===== src/design/assert_macros.svh =====
// assertion helpers used by the top-level design file
`ifndef ASSERT_MACROS_SVH
`define ASSERT_MACROS_SVH

// same-cycle implication
`define ASSERT_IMP(lbl, ante, cons) \
  lbl: assert property (@(posedge clk) disable iff (!rst_n) (ante) |-> (cons)) \
    else $error("assertion failed: same-cycle implication");

// next-cycle implication
`define ASSERT_NXT(lbl, ante, cons) \
  lbl: assert property (@(posedge clk) disable iff (!rst_n) (ante) |=> (cons)) \
    else $error("assertion failed: next-cycle implication");

`endif


===== src/design/mpfb_pkg.sv =====
// ---------------------------------------------------------------------------
// mpfb_pkg
// Shared constants, codes and control structs of the paged framebuffer engine.
// ---------------------------------------------------------------------------
package mpfb_pkg;

  localparam int BUFFER_BYTES = 2048;
  localparam int ADDR_W       = $clog2(BUFFER_BYTES);
  localparam int HATCH_PERIOD = 4;
  localparam int HCNT_W       = $clog2(HATCH_PERIOD);
  // page * width + column, wide enough for 63 * 256 + 255 and the store size
  localparam int LOC_W        = 16;

  typedef enum logic [2:0] {
    F_PIXEL   = 3'd0,
    F_FILL    = 3'd1,
    F_HATCH   = 3'd2,
    F_LINE    = 3'd3,
    F_OUTLINE = 3'd4,
    F_READ    = 3'd5,
    F_CLEAR   = 3'd6,
    F_NONE    = 3'd7
  } func_t;

  typedef enum logic [1:0] {
    REG_WIDTH  = 2'd0,
    REG_HEIGHT = 2'd1,
    REG_RPB    = 2'd2,
    REG_UNUSED = 2'd3
  } reg_idx_t;

  typedef struct packed {
    logic       capture;
    logic       point;
    logic       seg_load;
    logic [1:0] seg;
    logic       outline;
    logic       area;
    logic       hatch;
    logic       div_step;
    logic       pix_rd;
    logic       pix_wr;
    logic       rd_dat;
    logic       clr_init;
    logic       clr_step;
    logic       out_load;
  } ctl_cmd_t;

  typedef struct packed {
    logic empty;
    logic div_done;
    logic seg_last;
    logic clr_last;
  } dp_status_t;

endpackage


===== src/design/mpfb_ctrl.sv =====
// ---------------------------------------------------------------------------
// mpfb_ctrl
// Command sequencer: walks segments, division, pixel read-modify-write, pixel read, sweep.
// ---------------------------------------------------------------------------
module mpfb_ctrl (
  input  logic                 clk,
  input  logic                 rst_n,
  input  logic                 in_valid,
  output logic                 in_ready,
  input  logic [2:0]           in_func,
  output logic                 out_valid,
  input  logic                 out_ready,
  output mpfb_pkg::ctl_cmd_t   cmd,
  input  mpfb_pkg::dp_status_t sts
);
  import mpfb_pkg::*;

  typedef enum logic [8:0] {
    S_CLEAR = 9'b000000001,
    S_IDLE  = 9'b000000010,
    S_LOAD  = 9'b000000100,
    S_DIV   = 9'b000001000,
    S_PRD   = 9'b000010000,
    S_PWR   = 9'b000100000,
    S_RREQ  = 9'b001000000,
    S_RDAT  = 9'b010000000,
    S_DONE  = 9'b100000000
  } state_t;

  state_t     state_r, state_nxt;
  func_t      func_r, func_nxt;
  logic [1:0] seg_r, seg_nxt;
  logic       out_valid_r, out_valid_nxt;
  logic       in_fire;
  func_t      in_code;

  assign in_code   = func_t'(in_func);
  assign in_ready  = (state_r == S_IDLE);
  assign in_fire   = in_valid && in_ready;
  assign out_valid = out_valid_r;

  always_comb begin
    state_nxt     = state_r;
    func_nxt      = func_r;
    seg_nxt       = seg_r;
    out_valid_nxt = out_valid_r && !out_ready;
    cmd           = '0;
    cmd.seg       = seg_r;
    cmd.outline   = (func_r == F_OUTLINE);
    cmd.area      = (func_r == F_FILL) || (func_r == F_HATCH);
    cmd.hatch     = (func_r == F_HATCH);
    unique case (state_r)
      S_CLEAR: begin
        cmd.clr_step = 1'b1;
        if (sts.clr_last) begin
          state_nxt = (func_r == F_CLEAR) ? S_DONE : S_IDLE;
        end
      end
      S_IDLE: begin
        if (in_fire) begin
          cmd.capture = 1'b1;
          cmd.point   = (in_code == F_PIXEL) || (in_code == F_READ);
          func_nxt    = in_code;
          seg_nxt     = 2'd0;
          unique case (in_code)
            F_CLEAR: begin
              cmd.clr_init = 1'b1;
              state_nxt    = S_CLEAR;
            end
            F_NONE:  state_nxt = S_DONE;
            default: state_nxt = S_LOAD;
          endcase
        end
      end
      S_LOAD: begin
        cmd.seg_load = 1'b1;
        state_nxt    = (cmd.area && sts.empty) ? S_DONE : S_DIV;
      end
      S_DIV: begin
        cmd.div_step = 1'b1;
        if (sts.div_done) begin
          state_nxt = (func_r == F_READ) ? S_RREQ : S_PRD;
        end
      end
      S_PRD: begin
        cmd.pix_rd = 1'b1;
        state_nxt  = S_PWR;
      end
      S_PWR: begin
        cmd.pix_wr = 1'b1;
        if (sts.seg_last) begin
          if (cmd.outline && seg_r != 2'd3) begin
            seg_nxt   = seg_r + 2'd1;
            state_nxt = S_LOAD;
          end else begin
            state_nxt = S_DONE;
          end
        end else begin
          state_nxt = S_PRD;
        end
      end
      S_RREQ: begin
        cmd.pix_rd = 1'b1;
        state_nxt  = S_RDAT;
      end
      S_RDAT: begin
        cmd.rd_dat = 1'b1;
        state_nxt  = S_DONE;
      end
      S_DONE: begin
        // hold until the result register is free
        if (!out_valid_r || out_ready) begin
          cmd.out_load  = 1'b1;
          out_valid_nxt = 1'b1;
          state_nxt     = S_IDLE;
        end
      end
      default: state_nxt = S_IDLE;
    endcase
  end

  always_ff @(posedge clk) begin
    if (!rst_n) begin
      state_r     <= S_CLEAR;
      func_r      <= F_NONE;
      seg_r       <= 2'd0;
      out_valid_r <= 1'b0;
    end else begin
      state_r     <= state_nxt;
      func_r      <= func_nxt;
      seg_r       <= seg_nxt;
      out_valid_r <= out_valid_nxt;
    end
  end

endmodule


===== config.mk =====
export PLATFORM = sky130hd
export DESIGN_NAME = mpfb_ctrl
export DESIGN_NICKNAME = d
export VERILOG_FILES = /design/src/design/assert_macros.svh /design/src/design/mpfb_pkg.sv /design/src/design/mpfb_ctrl.sv
export SDC_FILE = /design/constraint.sdc
export NUM_CORES = 1
export LEC_CHECK = 0
export BUFFER_PORTS_ARGS = -buffer_cell sky130_fd_sc_hd__buf_2
export CAP_MARGIN = 20
export CORE_MARGIN = 4
export CORE_UTILIZATION = 49
export DETAILED_ROUTE_END_ITERATION = 12
export HOLD_SLACK_MARGIN = 0.1
export PLACE_DENSITY = 0.75
export SETUP_SLACK_MARGIN = 0.05
export SLEW_MARGIN = 15
export SYNTH_ARGS = -nofsm -noshare
export SYNTH_HDL_FRONTEND = slang
export SYNTH_SLANG_ARGS = --single-unit
export TNS_END_PERCENT = 10

===== constraint.sdc =====
create_clock -name clk -period 3.3 [get_ports clk]
set_input_delay 0.33 -clock clk [delete_from_list [all_inputs] [get_ports clk]]
set_output_delay 0.33 -clock clk [all_outputs]
set_load 0.05 [all_outputs]

# Word level (Yosys, flattened, before mapping)
# Cells that the tools add are included.
# Widths: inputs -> output; s select.
[op_classes]
n_addsub = 1
multipliers = 0
div_mod_pow = 0
order_cmp = 0
n_eq_ne = 24
shift = 0
mux = 30
bitwise = 0
n_reduce_logical = 15
[op_table]
columns = ["operator", "n"]
rows = [
  ["$pmux 9 s9", 1],
  ["$mux 9", 8],
  ["$eq 3x3->1 const B", 6],
  ["$pmux 9 s2", 1],
  ["$mux 1", 13],
  ["$ne 2x2->1 const B", 6],
  ["$mux 2", 5],
  ["$eq 9x1->1 const B", 1],
  ["$eq 9x2->1 const B", 1],
  ["$eq 9x3->1 const B", 1],
  ["$eq 9x4->1 const B", 1],
  ["$eq 9x5->1 const B", 1],
  ["$eq 9x6->1 const B", 1],
  ["$eq 9x7->1 const B", 1],
  ["$eq 9x8->1 const B", 1],
  ["$eq 9x9->1 const B", 1],
  ["$reduce_and 4->1", 2],
  ["$mux 7", 1],
  ["$logic_and 1x1->1", 4],
  ["$pmux 2 s2", 1],
  ["$eq 3x1->1 const B", 1],
  ["$eq 3x2->1 const B", 1],
  ["$logic_not 3->1", 1],
  ["$logic_or 1x1->1", 3],
  ["6 further kinds", 7],
]
[word_totals]
ff_bits = 15
latch_bits = 0
ram_bits = 0
rom_bits = 0
input_bits = 11
mem_count = 0

# Depth between registers and ports, before layout
# Gate-level depths: netlist of run 1.
[depth]
ltp_word = 5
mapped_depth = 7

# Worst setup path before layout of run 1
# No wires, ideal clock.
[synth_timing]
path_type = "register to output"
from = "register state_r[4]"
to = "output cmd[13] (netlist bit)"
arrival_ps = 2407
required_time_ps = 2970
slack_ps = 563
path_stages_with_launch = 7
path_cell_list = "dfxtp_1 buf_2 nor4_4 and3b_1 buf_4 nand2_4 nor3_1"
[synth_rtl]
columns = ["item", "line_no", "text"]
rows = [
  ["start: declaration", "mpfb_ctrl.sv:30", "state_t state_r, state_nxt;"],
  ["start signal: assignment", "mpfb_ctrl.sv:129", "state_r <= state_nxt;"],
  ["end: declaration", "mpfb_ctrl.sv:13", "output mpfb_pkg::ctl_cmd_t cmd,"],
]

==> results.py, run 1 <==
metrics = {
    "worst_setup_path": {
        "critPathTopFamily": "simple AND/OR/NAND/NOR gates",
        "reg2reg_slack_ns": 1.52,
        "criticalPathCategory": "reg2out",
        "startpoint_type": "register",
        "worstPathRequired_ns": 2.97,
        "reg2reg_from": "state_r[6]$_SDFFE_PN0P_",
        "slowest_stage": "nor4_4",
        "max_stage_delay_ns": 0.49,
        "cp-end-kind": "output pin",
        "crit_arrival_ns": 2.18,
        "crit_buf_inv": 1,
        "timing.rr.end": "state_r[0]$_SDFFE_PN1P_",
        "r2r_cells": 5,
        "critPathMaxFanout": 8,
        "crit_path_cell_trace": "nor4_4, and3b_1, nand2_4, nor3_1, buf_2",
    },
    "yosys": {
        "synth_warnings": 0,
        "syn_avg_cell_area_sq_um": 7.97,
        "yosysSeqAreaShare_pct": 30.2,
        "synthesis.area_sq_um": 996,
        "yosys_register_bits": 15,
        "synth_nets": 137,
        "synthArstFlopShare_pct": 0,
        "synth_edf_count": 0,
        "ys_types": 41,
        "postSynthCellCount": 125,
        "synth_flop_cell": "dfxtp_1",
    },
    "sta": {
        "setup_viol_count_final": 0,
        "finalSetupTns_ns": 0,
        "finalCritPeriodShare_pct": 75.9,
        "skew_ns": 0.00212,
        "layout_min_cycle_time_ns": 2.51,
        "slew_headroom_pct": 66.2,
        "worst_pin_slew_ns": 0.503,
        "finalHoldViolations": 0,
        "fmax_mhz": 399,
        "slew_viol_final": 0,
        "rsz0062_at_grt": "false",
    },
    "min_path": {
        "min_path_cells": 2,
        "hp-start": "rst_n",
        "hold_end": "func_r[2]$_SDFFE_PN1P_",
        "hold_path_class": "in2reg",
    },
    "placement": {
        "placed_cell_area_sq_um": 1130,
        "port_buffers": 27,
        "dp_hpwl_mm": 1.90,
        "gp_congestion": 0.863,
    },
    "detailed_routing": {
        "drc": 0,
        "vias_per_cell": 5.84,
        "drt-initial-drc-count": 32,
        "ant_nets": 0,
        "firstDrtPassIters": 4,
        "wl_per_cell_um": 13.5,
        "num_vias": 1027,
        "wl_mm": 2.37,
    },
    "die": {
        "dieArea_sq_um": 2820,
        "start_util_pct": 51.3,
        "row_count": 16,
        "io_pins": 28,
        "core_area_sq_um": 1940,
        "die_w_um": 53.1,
        "die_y_um": 53.1,
    },
    "power_and_ir_drop": {
        "powerDensity_nw_per_um2": 364,
        "vdd_drop_max_uv": 244,
        "fin_total_pwr_mw": 0.421,
        "p_leak_nw": 0.529,
    },
    "cts": {
        "root_buffer": "clkbuf_4",
        "cts_resized": 0,
        "cts_buffer_depth": 2,
        "path_clk_slew_ns": 0.09,
        "htreeDepth": 1,
        "cts_buffers": 3,
        "post-cts-setup-buffers": 0,
        "hold_buffers": 0,
        "clk-insertion-delay-late_ns": 0.27,
        "cts_tree": "done",
        "cts_sinks": 15,
    },
    "final_layout": {
        "design_area_sq_um": 1160,
        "regArea_sq_um": 300,
        "nets": 162,
        "drive_gt1_share_pct": 23.5,
        "antenna_cells": 0,
        "multiInputGateArea_sq_um": 643,
        "area_growth_pct": 16.2,
        "n_fill_cell": 188,
    },
    "global_routing": {
        "grt_use_total_pct": 19.9,
        "grt_pass1_vias": 975,
        "grt_max_degree": 12,
        "antenna_found_initial": 0,
        "grt_pass1_wl_mm": 4.22,
        "grt-ovfl-total": 0,
    },
    "status": {
        "status": "finished clean",
    },
    "job": {
        "max-cap-violations": 0,
    },
}
synthesized netlist by cell type (2+ instances only):
cell | instances | area [sq um]
inv_1 | 5 | 18.8
nor2_1 | 9 | 33.8
nor4_1 | 2 | 12.5
a21oi_1 | 2 | 10.0
buf_2 | 3 | 15.0
nor3b_1 | 2 | 15.0
nand3_1 | 11 | 55.1
a31oi_1 | 3 | 18.8
nand3b_1 | 3 | 22.5
and3_1 | 3 | 18.8
and3b_1 | 3 | 26.3
nor3_1 | 6 | 30.0
nand2_1 | 10 | 37.5
dfxtp_1 | 15 | 300
xor2_1 | 3 | 26.3
o31ai_1 | 2 | 15.0
o22ai_1 | 2 | 12.5
nor2b_1 | 4 | 25.0
nor4bb_1 | 2 | 20.0
nand2b_1 | 4 | 25.0
nand4_1 | 4 | 25.0
a211oi_1 | 2 | 15.0
clkbuf_1 | 3 | 11.3
o21ai_1 | 2 | 10.0
nor4b_1 | 4 | 35.0
per-layer routing:
layer  GRT usage (%)  share of wire [%]  vias up
met5               0                  0        -
met4            8.09                1.6        0
met3            3.94                5.9        6
met2            33.5                 50       37
met1            24.6                 43      474
li1                -                  -      510
cell type report:
type / instances / share of cell area [%]
sequential: 15 / 25.9
tap: 27 / 2.92
inverter: 5 / 1.62
multi-input combinational: 98 / 55.6
clock buffer: 4 / 2.27
timing repair buffer: 27 / 11.7
report_power, final:
part | internal [mW] | switching [mW] | total [mW]
clock | 0.0468 | 0.0576 | 0.104
combinational | 0.0397 | 0.0750 | 0.115
sequential | 0.189 | 0.0136 | 0.202
total | 0.275 | 0.146 | 0.421
state kept, by name (all words and copies together) (netlist names):
| register | flops |
|---|---|
| state_r | 9 |
| func_r | 3 |
| out_valid | 1 |
| seg_r | 2 |
kinds of logic after synthesis:
family          count (synthesis)  share of synthesized area, %
simple gates                   74                          47.0
flops                          15                          30.2
compound gates                 19                          12.8
fa+ha+maj                       1                          1.26
buf+inv                        12                          5.28
xor+xnor                        4                          3.52
cell usage in the layout (no fill, tap or decap), drive strengths merged:
master / n
nor4b: 5
nand4: 4
o31ai: 2
xor2: 3
nor4: 3
and3: 3
o21ai: 3
o21ba: 1
inv: 5
nor2: 9
nand2: 11
a211oi: 2
o22ai: 2
buf: 27
and3b: 3
nor3b: 2
dfxtp: 15
or3: 1
ha: 1
a31oi: 3
clkbuf: 4
nor4bb: 2
and2: 1
xnor2: 1
nand3: 11
a22oi: 1
and4b: 1
nand3b: 3
nor3: 7
a21oi: 2
a21boi: 1
nand2b: 4
a211o: 1
o211ai: 1
nor2b: 4
through the flow:
step | cells | hold WS, ns | utilization, % | setup slack, ns
finish | 176 | 0.327 | 59.6 | 0.794
global route | 176 | 0.331 | 59.6 | 0.558
CTS | 176 | 0.320 | 59.6 | 0.787
detailed placement | 172 | 0.487 | 58.2 | 1.10
global placement | 172 | 0.477 | 58.2 | 1.20
floorplan | 125 | 0.464 | - | 0.563
worst max-delay path by stage:
stage	startpoint	endpoint	slack (ns)	depth (start not counted)
6_report	state_r[6]$_SDFFE_PN0P_	cmd[13]	0.79	5
5_1_grt	state_r[6]$_SDFFE_PN0P_	cmd[13]	0.56	5
4_1_cts	state_r[6]$_SDFFE_PN0P_	cmd[13]	0.79	5
3_5_place_dp	state_r[6]$_SDFFE_PN0P_	cmd[13]	1.10	5
3_3_place_gp	state_r[6]$_SDFFE_PN0P_	cmd[13]	1.20	5
2_1_floorplan	state_r[4]$_SDFFE_PN0P_	cmd[13]	0.56	6
worst reg2reg max path: cells and delay by family, from the launching register on:
family           cells  cell delay (ns)
flip-flops           1             0.39
AND/OR/NAND/NOR      5             1.35
Note: power is estimated with default switching activity, not from simulation.
==> inputs of run 2 (changes only) <==
Settings changed: ABC_AREA from default to 1, CORE_UTILIZATION 49 to 47, PLACE_DENSITY 0.75 to 0.74.
Clock period 3.3 ns to 2.2 ns, I/O delays scaled along.
==> run 2 against run 1 <==
Compared with the run above: combinational power grew 70%; routed wire length is 7.0% higher; global-route usage down 2.4 points; die area grew 12%.
==> results.py, run 2 <==
metrics = {
    "worst_setup_path": {
        "cp-end-kind": "output pin",
        "worstPathRequired_ns": 1.98,
        "startpoint_type": "register",
        "crit_buf_inv": 1,
        "max_stage_delay_ns": 0.36,
        "critPathMaxFanout": 7,
        "crit_arrival_ns": 1.74,
        "criticalPathCategory": "reg2out",
        "critPathTopFamily": "simple AND/OR/NAND/NOR gates",
        "crit_path_cell_trace": "nor2_4, nand2_2, nor2_2, nand2_2, nor2_4, nand2_1, nor2_1, buf_2",
        "slowest_stage": "dfxtp_1",
    },
    "global_routing": {
        "grt-ovfl-total": 0,
        "antenna_found_initial": 0,
        "grt_pass1_wl_mm": 4.39,
        "grt_max_degree": 10,
        "grt_use_total_pct": 17.5,
        "grt_pass1_vias": 1046,
    },
    "cts": {
        "cts_resized": 0,
        "post-cts-setup-buffers": 0,
        "clk-insertion-delay-late_ns": 0.28,
        "htreeDepth": 1,
        "cts_sinks": 15,
        "cts_buffers": 3,
        "cts_buffer_depth": 2,
        "path_clk_slew_ns": 0.09,
        "hold_buffers": 0,
        "root_buffer": "clkbuf_4",
        "cts_tree": "done",
    },
    "yosys": {
        "synth_area_leaders": "dfxtp_1 28%, inv_1 11%, nand2_1 9.3%, nor2_4 9.3%, nor2_1 8.3%",
        "yosysMostFrequentCell": "inv_1",
        "synth-simple-area-share_pct": 49.3,
        "synth_fa_ha_area_share_pct": 1.15,
        "synth_nets": 173,
        "syn_avg_cell_area_sq_um": 6.75,
        "synth_warnings": 0,
        "yosys_register_bits": 15,
        "synth_mux_area_share_pct": 0,
        "synth_flop_cell": "dfxtp_1",
        "ys_types": 24,
        "synthesis.area_sq_um": 1090,
        "postSynthCellCount": 161,
        "synthArstFlopShare_pct": 0,
        "yosysTopAreaCell": "dfxtp_1",
        "synth_compound_area_share_pct": 9.78,
        "synth_top_family_by_area": "simple AND/OR/NAND/NOR gates",
        "synth_edf_count": 0,
        "synth_xor_area_share_pct": 0.806,
        "synth_top_area_share_pct": 27.6,
        "synth_common_cells": "31 x inv_1, 27 x nand2_1, 24 x nor2_1, 15 x dfxtp_1, 12 x nand3_1",
        "yosysSeqAreaShare_pct": 27.6,
    },
    "detailed_routing": {
        "ant_nets": 0,
        "vias_per_cell": 4.87,
        "num_vias": 1066,
        "drt-initial-drc-count": 21,
        "firstDrtPassIters": 4,
        "wl_per_cell_um": 11.6,
        "drc": 0,
        "wl_mm": 2.53,
    },
    "final_layout": {
        "drive_gt1_share_pct": 33.0,
        "top_register": "state_r",
        "area_growth_pct": 17.7,
        "largest_reg_flops": 9,
        "nets": 204,
        "final_cell_mix": "31 x inv_1, 27 x nand2_1, 27 x buf_2, 24 x nor2_1, 15 x dfxtp_1",
        "antenna_cells": 0,
        "design_area_sq_um": 1280,
        "final_common_cell": "inv_1",
        "top_regs": "state_r (9), func_r (3), seg_r (2)",
    },
    "placement": {
        "placed_cell_area_sq_um": 1250,
        "dp_hpwl_mm": 2.13,
        "port_buffers": 27,
        "gp_congestion": 0.909,
    },
    "power_and_ir_drop": {
        "p_leak_nw": 0.703,
        "powerDensity_nw_per_um2": 510,
        "fin_total_pwr_mw": 0.653,
        "vdd_drop_max_uv": 368,
    },
    "min_path": {
        "hold_path_class": "in2reg",
    },
    "die": {
        "row_count": 17,
        "core_area_sq_um": 2210,
        "io_pins": 28,
        "die_y_um": 56.1,
        "start_util_pct": 49.2,
        "dieArea_sq_um": 3150,
        "die_w_um": 56.1,
    },
    "sta": {
        "slew_headroom_pct": 82.4,
        "layout_min_cycle_time_ns": 1.96,
        "setup_viol_count_final": 0,
        "finalCritPeriodShare_pct": 88.9,
        "finalHoldViolations": 0,
        "skew_ns": 0.000375,
        "finalSetupTns_ns": 0,
        "slew_viol_final": 0,
        "rsz0062_at_grt": "false",
        "worst_pin_slew_ns": 0.264,
        "fmax_mhz": 511,
    },
    "status": {
        "status": "finished clean",
    },
    "job": {
        "max-cap-violations": 0,
    },
}
-- run 2: cell type report --
class	count	area, sq um
Inverter	32	120
Clock buffer	4	26.3
Fill cell	227	932
Timing Repair Buffer	27	135
Sequential cell	15	300
Tap cell	28	35.0
Multi-Input combinational cell	113	663
-- run 2: through the flow --
stage,utilization (%),cells,hold WS (ns),setup slack [ns]
3_5_place_dp,56.7,215,0.470,0.560
3_3_place_gp,56.7,215,0.468,0.625
5_1_grt,57.9,219,0.191,0.0783
2_1_floorplan,-,161,0.350,0.107
6_report,57.9,219,0.174,0.243
4_1_cts,57.9,219,0.173,0.239
-- run 2: worst reg2reg max path, stage by stage (launching register included) --
cell     delay, ns
dfxtp_1       0.36
nor2_4        0.20
nand3_4       0.16
nor2_4        0.18
nand2_2       0.08
nand2_2       0.10
nor2_4        0.05
nand2_4       0.10
nor2_2        0.04
nor2_1        0.09
nor2_1        0.04
-- run 2: cells by family after synthesis --
kind of cell,Yosys count
simple gates,96
xor+xnor,1
compound gates,15
flops,15
buf+inv,33
fa+ha+maj,1
-- run 2: path summary, 6_finish.rpt --
path	startpoint	endpoint	slack (ns)	cells past startpoint
worst min register to register	seg_r[1]$_SDFFE_PN0P_	seg_r[1]$_SDFFE_PN0P_	0.48	2
worst min-delay path	in_valid	state_r[0]$_SDFFE_PN1P_	0.17	3
worst max register to register	state_r[6]$_SDFFE_PN0P_	state_r[8]$_SDFFE_PN0P_	0.71	10
worst max-delay path	state_r[6]$_SDFFE_PN0P_	cmd[13]	0.24	8
-- run 2: power by group --
| group | total [mW] | switching, mW | internal, mW |
|---|---|---|---|
| clock | 0.162 | 0.0914 | 0.0705 |
| sequential | 0.296 | 0.0140 | 0.282 |
| combinational | 0.195 | 0.136 | 0.0590 |
-- run 2: metal layers --
metal	GRT usage [%]	up-vias	share of wire (%)
met5	0	-	0
met4	7.12	0	2.1
met3	2.78	6	3.4
met2	30.4	21	51
met1	21.2	482	43
li1	-	557	-
==> inputs of run 3 (changes only) <==
Settings changed: CORE_ASPECT_RATIO from default to 1.4.
==> run 3 against run 2 <==
Compared with the run above: fmax is 0.57% higher; combinational power hardly changed; worst setup slack better by 0.011 ns; largest power group unchanged; critical endpoint unchanged; sequential share of layout area is 0.14 points higher.
==> results.py, run 3 (synthesized netlist as in run 2, its figures left out) <==
metrics = {
    "status": {
        "status": "finished clean",
    },
    "cts": {
        "clk-insertion-delay-late_ns": 0.29,
        "htreeDepth": 1,
        "cts_buffer_depth": 2,
        "hold_buffers": 0,
        "cts_sinks": 15,
        "cts_resized": 0,
        "path_clk_slew_ns": 0.10,
        "root_buffer": "clkbuf_4",
        "cts_tree": "done",
        "post-cts-setup-buffers": 0,
        "cts_buffers": 3,
    },
    "die": {
        "dieArea_sq_um": 3160,
        "die_y_um": 64.9,
        "core_area_sq_um": 2200,
        "start_util_pct": 49.4,
        "row_count": 20,
        "die_w_um": 48.7,
        "io_pins": 28,
    },
    "min_path": {
        "hp-start": "in_valid",
        "hold_path_class": "in2reg",
    },
    "final_layout": {
        "top_regs": "state_r (9), func_r (3), seg_r (2)",
        "final_cell_mix": "31 x inv_1, 27 x nand2_1, 27 x buf_2, 24 x nor2_1, 15 x dfxtp_1",
        "area_growth_pct": 17.0,
        "n_fill_cell": 227,
        "antenna_cells": 0,
        "nets": 204,
        "design_area_sq_um": 1270,
        "drive_gt1_share_pct": 33.0,
        "final_common_cell": "inv_1",
        "largest_reg_flops": 9,
        "top_register": "state_r",
    },
    "sta": {
        "finalCritPeriodShare_pct": 88.4,
        "layout_min_cycle_time_ns": 1.95,
        "rsz0062_at_grt": "false",
        "fmax_mhz": 514,
        "worst_pin_slew_ns": 0.268,
        "slew_headroom_pct": 82.1,
        "finalHoldViolations": 0,
        "whs_ns": 0.168,
        "setup_viol_count_final": 0,
        "skew_ns": 0.0132,
        "slew_viol_final": 0,
        "finalSetupTns_ns": 0,
    },
    "worst_setup_path": {
        "crit_arrival_ns": 1.73,
        "criticalPathCategory": "reg2out",
        "slowest_stage": "dfxtp_1",
        "critPathMaxFanout": 7,
        "max_stage_delay_ns": 0.36,
        "startpoint_type": "register",
        "worstPathRequired_ns": 1.98,
        "crit_start": "state_r[6]$_SDFFE_PN0P_",
        "cp-end-kind": "output pin",
        "reg2reg_from": "state_r[6]$_SDFFE_PN0P_",
        "crit_path_cell_trace": "nor2_4, nand2_2, nor2_2, nand2_2, nor2_4, nand2_1, nor2_1, buf_2",
    },
    "detailed_routing": {
        "firstDrtPassIters": 4,
        "ant_nets": 0,
        "wl_mm": 2.55,
        "drt-initial-drc-count": 24,
        "vias_per_cell": 5.09,
        "wl_per_cell_um": 12.0,
        "num_vias": 1084,
        "drc": 0,
    },
    "placement": {
        "port_buffers": 27,
        "gp_congestion": 0.852,
        "dp_hpwl_mm": 2.11,
        "placed_cell_area_sq_um": 1250,
    },
    "global_routing": {
        "grt_pass1_wl_mm": 4.35,
        "grt-ovfl-total": 0,
        "grt_max_degree": 10,
        "grt_pass1_vias": 1073,
        "antenna_found_initial": 0,
        "grt_use_total_pct": 17.1,
    },
    "power_and_ir_drop": {
        "powerDensity_nw_per_um2": 512,
        "p_leak_nw": 0.703,
        "fin_total_pwr_mw": 0.651,
        "vdd_drop_max_uv": 448,
    },
    "job": {
        "max-cap-violations": 0,
    },
}
run 3: cell counts in the layout (fill, tap and decap cells not counted):
Identical to the previous run, type by type.
run 3: critical path: cells and delay by family (launching register included):
kind	cells	cell delay, ns
flops	1	0.36
buf+inv	1	0.26
simple gates	7	0.80
run 3: final timing paths:
kind                                                end  slack (ns)  depth (start not counted)
worst max-delay path                            cmd[13]        0.25                          8
worst max register to register  state_r[8]$_SDFFE_PN0P_        0.71                         10
worst min-delay path            state_r[0]$_SDFFE_PN1P_        0.17                          3
worst min register to register  state_r[6]$_SDFFE_PN0P_        0.50                          2
run 3: where the power goes:
part / switching (mW) / internal (mW) / total, mW
Combinational: 0.138 / 0.0590 / 0.197
Clock: 0.0887 / 0.0704 / 0.159
Sequential: 0.0135 / 0.282 / 0.295
Total: 0.240 / 0.411 / 0.651
run 3: final cells by class:
class / instances / area, sq um / area share [%]
clock buffers: 4 / 26.3 / 2.06
well taps: 22 / 27.5 / 2.16
repair buffers: 27 / 135 / 10.6
inverters: 32 / 120 / 9.44
multi-input cells: 113 / 663 / 52.1
flip-flops and latches: 15 / 300 / 23.6
run 3: layer usage:
metal  share of wire, %  routed length, um  vias up  GRT usage (%)
li1                   -                  -      557              -
met1                 38                967      484           18.0
met2                 53               1350       33           32.0
met3                6.1                157       10           3.22
met4                3.1                 79        0           7.74
met5                  0                  0        -              0
run 3: stage by stage:
stage	std cells	setup slack [ns]	util (%)
floorplan	161	0.107	-
global route	213	0.127	57.8
detailed placement	209	0.581	56.6
global placement	209	0.627	56.6
CTS	213	0.248	57.8
finish	213	0.254	57.8
